<file path="config.mk">
export PLATFORM = sky130hd
export DESIGN_NAME = fpa_multiplier
export DESIGN_NICKNAME = d
export VERILOG_FILES = /design/src/hw/rtl/fpa_pkg.sv /design/src/hw/rtl/fpa_multiplier.sv
export SDC_FILE = /design/constraint.sdc
export NUM_CORES = 2
export LEC_CHECK = 0
export ABC_AREA = 1
export BUFFER_PORTS_ARGS = -buffer_cell sky130_fd_sc_hd__buf_2
export CORE_ASPECT_RATIO = 0.9
export CORE_MARGIN = 2
export CORE_UTILIZATION = 30
export CTS_BUF_LIST = sky130_fd_sc_hd__clkbuf_8 sky130_fd_sc_hd__clkbuf_16
export CTS_CLUSTER_SIZE = 10
export DETAILED_ROUTE_END_ITERATION = 8
export PLACE_DENSITY = 0.5
export SETUP_SLACK_MARGIN = 0.15
export SYNTH_ARGS = -nofsm -noshare
export SYNTH_HDL_FRONTEND = slang
export SYNTH_SLANG_ARGS = --single-unit
</file>
<file path="constraint.sdc">
create_clock -name clk -period 18.62 [get_ports clk]
set_clock_uncertainty 0.2 [all_clocks]
set_input_delay 5.586 -clock clk [delete_from_list [all_inputs] [get_ports clk]]
set_output_delay 5.586 -clock clk [all_outputs]
set_load 0.05 [all_outputs]
</file>
<file path="src/hw/rtl/fpa_pkg.sv">
// Shared constants, operation codes and pipeline flag types of the fixed-point ALU.
package fpa_pkg;

    // Default number format: Q24.8 in a 32-bit word.
    localparam int DEFAULT_FRACTION_BITS = 8;
    localparam int DEFAULT_WORD_BITS     = 32;

    // Fixed widths of the operand and result beats.
    localparam int PORT_BITS = 32;
    localparam int OP_BITS   = 4;

    // Register stages of the pipelined multiplier.
    localparam int MUL_STAGES = 3;

    typedef logic [OP_BITS-1:0] op_t;

    localparam op_t OP_ADD     = 4'd0;
    localparam op_t OP_SUB     = 4'd1;
    localparam op_t OP_MUL     = 4'd2;
    localparam op_t OP_DIV     = 4'd3;
    localparam op_t OP_GT      = 4'd4;
    localparam op_t OP_LT      = 4'd5;
    localparam op_t OP_GE      = 4'd6;
    localparam op_t OP_LE      = 4'd7;
    localparam op_t OP_EQ      = 4'd8;
    localparam op_t OP_NE      = 4'd9;
    localparam op_t OP_MIN     = 4'd10;
    localparam op_t OP_MAX     = 4'd11;
    localparam op_t OP_INC     = 4'd12;
    localparam op_t OP_DEC     = 4'd13;
    localparam op_t OP_TOINT   = 4'd14;
    localparam op_t OP_FROMINT = 4'd15;

    // Flags that travel down the pipeline alongside each operation.
    typedef struct packed {
        logic is_mul;
        logic is_div;
        logic q_neg;
        logic div_zero;
        logic cmp;
    } side_t;

endpackage

</file>
<file path="src/hw/rtl/fpa_multiplier.sv">
// Three-stage signed fixed-point multiplier built from four half-width partial products.
module fpa_multiplier
    import fpa_pkg::*;
#(
    parameter int WORD_BITS     = DEFAULT_WORD_BITS,
    parameter int FRACTION_BITS = DEFAULT_FRACTION_BITS
)
(
    input  logic                  clk,
    input  logic [MUL_STAGES-1:0] stage_en,
    input  logic [WORD_BITS-1:0]  mag_a,
    input  logic [WORD_BITS-1:0]  mag_b,
    input  logic                  negate,
    output logic [WORD_BITS-1:0]  product
);

    localparam int HALF_BITS = (WORD_BITS + 1) / 2;
    localparam int PP_BITS   = 2 * HALF_BITS;
    localparam int FULL_BITS = (4 * HALF_BITS > WORD_BITS + FRACTION_BITS) ?
                               4 * HALF_BITS : WORD_BITS + FRACTION_BITS;

    logic [HALF_BITS-1:0] a_lo;
    logic [HALF_BITS-1:0] a_hi;
    logic [HALF_BITS-1:0] b_lo;
    logic [HALF_BITS-1:0] b_hi;

    logic [PP_BITS-1:0]   pp_ll_reg;
    logic [PP_BITS-1:0]   pp_lh_reg;
    logic [PP_BITS-1:0]   pp_hl_reg;
    logic [PP_BITS-1:0]   pp_hh_reg;
    logic                 neg1_reg;

    logic [FULL_BITS-1:0] sum_next;
    logic [FULL_BITS-1:0] sum_reg;
    logic                 neg2_reg;

    logic [FULL_BITS-1:0] signed_prod;
    logic [WORD_BITS-1:0] product_reg;

    // Split both magnitudes into low and high halves.
    assign a_lo = mag_a[HALF_BITS-1:0];
    assign a_hi = HALF_BITS'(mag_a[WORD_BITS-1:HALF_BITS]);
    assign b_lo = mag_b[HALF_BITS-1:0];
    assign b_hi = HALF_BITS'(mag_b[WORD_BITS-1:HALF_BITS]);

    // First stage: the four partial products.
    always_ff @(posedge clk)
    begin
        if (stage_en[0])
        begin
            pp_ll_reg <= a_lo * b_lo;
            pp_lh_reg <= a_lo * b_hi;
            pp_hl_reg <= a_hi * b_lo;
            pp_hh_reg <= a_hi * b_hi;
            neg1_reg  <= negate;
        end
    end

    // Second stage: weight and add the partial products into the full magnitude.
    assign sum_next = (FULL_BITS'(pp_hh_reg) << PP_BITS)
                    + ((FULL_BITS'(pp_lh_reg) + FULL_BITS'(pp_hl_reg)) << HALF_BITS)
                    + FULL_BITS'(pp_ll_reg);

    always_ff @(posedge clk)
    begin
        if (stage_en[1])
        begin
            sum_reg  <= sum_next;
            neg2_reg <= neg1_reg;
        end
    end

    // Third stage: apply the sign, then a part-select above the fraction bits picks the result bits.
    assign signed_prod = neg2_reg ? (~sum_reg + FULL_BITS'(1)) : sum_reg;

    always_ff @(posedge clk)
    begin
        if (stage_en[2])
        begin
            product_reg <= signed_prod[FRACTION_BITS +: WORD_BITS];
        end
    end

    assign product = product_reg;

endmodule

</file>
==> results.md <==
- Max_slew headroom: 0.346
- Fin Setup TNS: 0 ns
- R2R cell count: 17
- Share of cells above drive strength 1: 0.0521
- Initial antenna violation count: 8
- Initial DRC count: 1674
- Register area: 0.00486 sq mm
- Yosys warnings: 0
- WL final: 101 mm
- Final core utilization: 0.324
- Synth area leader: fa_1
- Slew Viols, Final: 0
- Buffer and inverter count on the worst path: 6
- CP Depth: 19
- Synth top area cells: fa_1 (33%), edfxtp_1 (15%), inv_1 (13%)
- R2R Path End: sum_reg[36]$_DFFE_PP_
- CP most frequent cell: fa_1
- Leading cell type in the layout, fill and taps excluded: inv_1
- Worst EP required: 18.70 ns
- Crit path max-delay family: adder cells
- Multi-input logic area: ~0.024 sq mm
- Crit-path max cell delay: 0.70 ns
- Max Cap Viol: 0
- Vias per cell: 4.57
- Worst Tran Pin Value: 0.982 ns
- Clock Latency Late Sink: approximately 0.46 ns
- Worst R2R Start: pp_lh_reg[0]$_DFFE_PP_
- Max FFs per register: 40
- DIE WIDTH: 356 um
- Die area: roughly 0.11 sq mm
- Post-route DRC: 0
- Critical Path AT: 11.37 ns
- Maximum clock rate: approximately 90 MHz
- Synth Flop Type: edfxtp_1
- Post-synth EDFFs: roughly 160
- # clock sinks: 162
- Period Utilization, post-route: 0.606
- CP cell instances: buf_2 > nand2_1 > fa_1 > inv_1 > fa_1 > fa_1 > inv_1 > fa_1 > inv_1 > fa_1 > inv_1 > fa_1 > inv_1 > ha_1 > nand2_1 > nor4_1 > nand4_1 > nand3_1 > xor2_1
- Most frequent cells in the layout: inv_1 (1143), nand2_1 (1132), fa_1 (544), ha_1 (304), edfxtp_1 (162)
- CTS clk-pin slew, worst paths: 0.08 ns
- Syn_area_per_cell: a little under 8 sq um
- Mapped Nets: 5156
- Number of detailed-route iterations in the first pass: 5
- Crit path capture: pp_hl_reg[20]$_DFFE_PP_
- Post-route ant nets: 0
- CP endpoint kind: flop
- Core area: roughly 0.11 sq mm
- Detailed placement HPWL: between 70 and 80 mm
- CTS Root Cell: clkbuf_16
- Status: finished, final reports clean
- Starting Density: 0.302
- Routed len/inst: 17.7 um
- Max Root-Sink Buffers: 2
- Async S/R FF share, synth: 0
- Fillers: ~12000
- Io pins: 101
- Critical-path top delay cell: buf_2
- Post-CTS Setup Inserts: 0
- Hold Crit Class: flop to flop
- Overflow after GRT: 0
- Vias in the first global route: 26798
- Crit. Startpoint: mag_b[5]
- RSZ-0062 raised after global routing: false
- Seq/Total Area, Yosys: 0.145
- First-pass GRT wire length: 159 mm
- Routability cong.: 0.902
- GRT Total Usage: 0.181
- CTS buffer count: 17
- Area Growth Syn to Fin: 7.44%
- Die height: 321 um
- Gate Count Post-Synth: 4239
- Layout net count: approximately 5100
- Critical path startpoint category: primary input
- Top cell type's share of synthesized area: 0.325
- Setup Viol. Count Final: 0
- Synth Cell Area: 0.0335 sq mm
- Fin crit period: 11.28 ns
- WS Path Type: primary input to flop
- Endpoints failing hold: 0
- #FFs+latches synth: 162
- H-tree depth: 4
- Total number of vias: around 26000
- CTS tree: done
- # hold bufs at CTS: 0
- Distinct cells, synth: a little over 50
- PortBufs: 100
- CTS resizes: 0
- Reg2Reg Setup Slack: 14.52 ns
- Largest net degree at the start of global routing: between 60 and 70
- Worst-path fanout max: 32
- Num rows: 116
[synth_stat cells (3+ instances only)]
cell and number:
o21ai_0 67, edfxtp_1 162, xnor2_1 35, nand2_1 1132, ha_1 304, nand2_2 14, a21o_1 12, inv_1 1142
a211oi_1 3, nand4_1 41, fa_1 544, clkbuf_1 116, nand3_1 108, nor4_2 3, a21oi_2 4, buf_1 14
inv_2 8, a21boi_0 6, o21bai_1 14, xor2_1 116, o21ai_1 11, a21oi_1 124, nor2_1 157, nor3_1 8
buf_2 17, o21ai_2 7, and3_1 3, nand3_2 7, nor4_1 5, a31oi_1 12, nor2_4 4, nor2_2 10
a21boi_2 3, nor3_2 4
[how the worst min path moves through the flow]
stage	end	from	cells past startpoint	slack, ns
finish	sum_reg[4]$_DFFE_PP_	pp_ll_reg[4]$_DFFE_PP_	0	0.22
CTS	sum_reg[4]$_DFFE_PP_	pp_ll_reg[4]$_DFFE_PP_	0	0.22
global route	sum_reg[0]$_DFFE_PP_	pp_ll_reg[0]$_DFFE_PP_	0	0.23
global placement	neg2_reg$_DFFE_PP_	neg1_reg$_DFFE_PP_	0	0.21
detailed placement	neg2_reg$_DFFE_PP_	neg1_reg$_DFFE_PP_	0	0.21
floorplan	neg2_reg$_DFFE_PP_	neg1_reg$_DFFE_PP_	0	0.20
[logic make-up after synthesis]
family	Yosys count	synth area share
buf+inv	1301	0.147
compound gates	271	0.0464
xor+xnor	151	0.0395
simple gates	1506	0.183
flops	162	0.145
fa+ha+maj	848	0.439
[final cells by class]
cell class,instances,share of cell area
Multi-Input combinational cell,2776,0.659
Sequential cell,162,0.135
Inverter,1150,0.120
Tap cell,1475,0.0513
Timing Repair Buffer,120,0.0181
Clock buffer,17,0.0118
Clock inverter,15,0.00452
Antenna cell,2,0.000139
[worst reg2reg max path, stage by stage (launching register included)]
cell and delay, ns:
edfxtp_1 0.38, ha_1 0.28, fa_1 0.48, nand2_1 0.10
inv_1 0.07, a21oi_2 0.22, inv_1 0.11, nand3_1 0.08
nand3_1 0.15, nand2_1 0.10, nand2_1 0.06, xor2_1 0.19
ha_1 0.40, nand2_1 0.15, nor4_1 0.42, nand4_1 0.16
nand3_1 0.18, xor2_1 0.22
[layer usage]
metal	vias up	routed length (um)	global-route usage
li1	12452	-	-
met1	12934	48100	0.263
met2	651	46200	0.291
met3	91	5080	0.0196
met4	8	1840	0.0354
met5	-	56	0
[through the flow]
step / setup WS [ns] / cell area (sq um) / std cells / hold slack, ns
2_1_floorplan: 7.72 / 33500 / 4239 / 0.200
3_3_place_gp: 6.87 / 35400 / 5683 / 0.211
3_5_place_dp: 6.89 / 35400 / 5683 / 0.205
4_1_cts: 7.36 / 36000 / 5715 / 0.219
5_1_grt: 6.98 / 36000 / 5716 / 0.227
6_report: 7.34 / 36000 / 5717 / 0.216
Power is left out: the tool's default activity adds up to more than one toggle a clock period on the data nets, which glitch-free logic cannot reach.
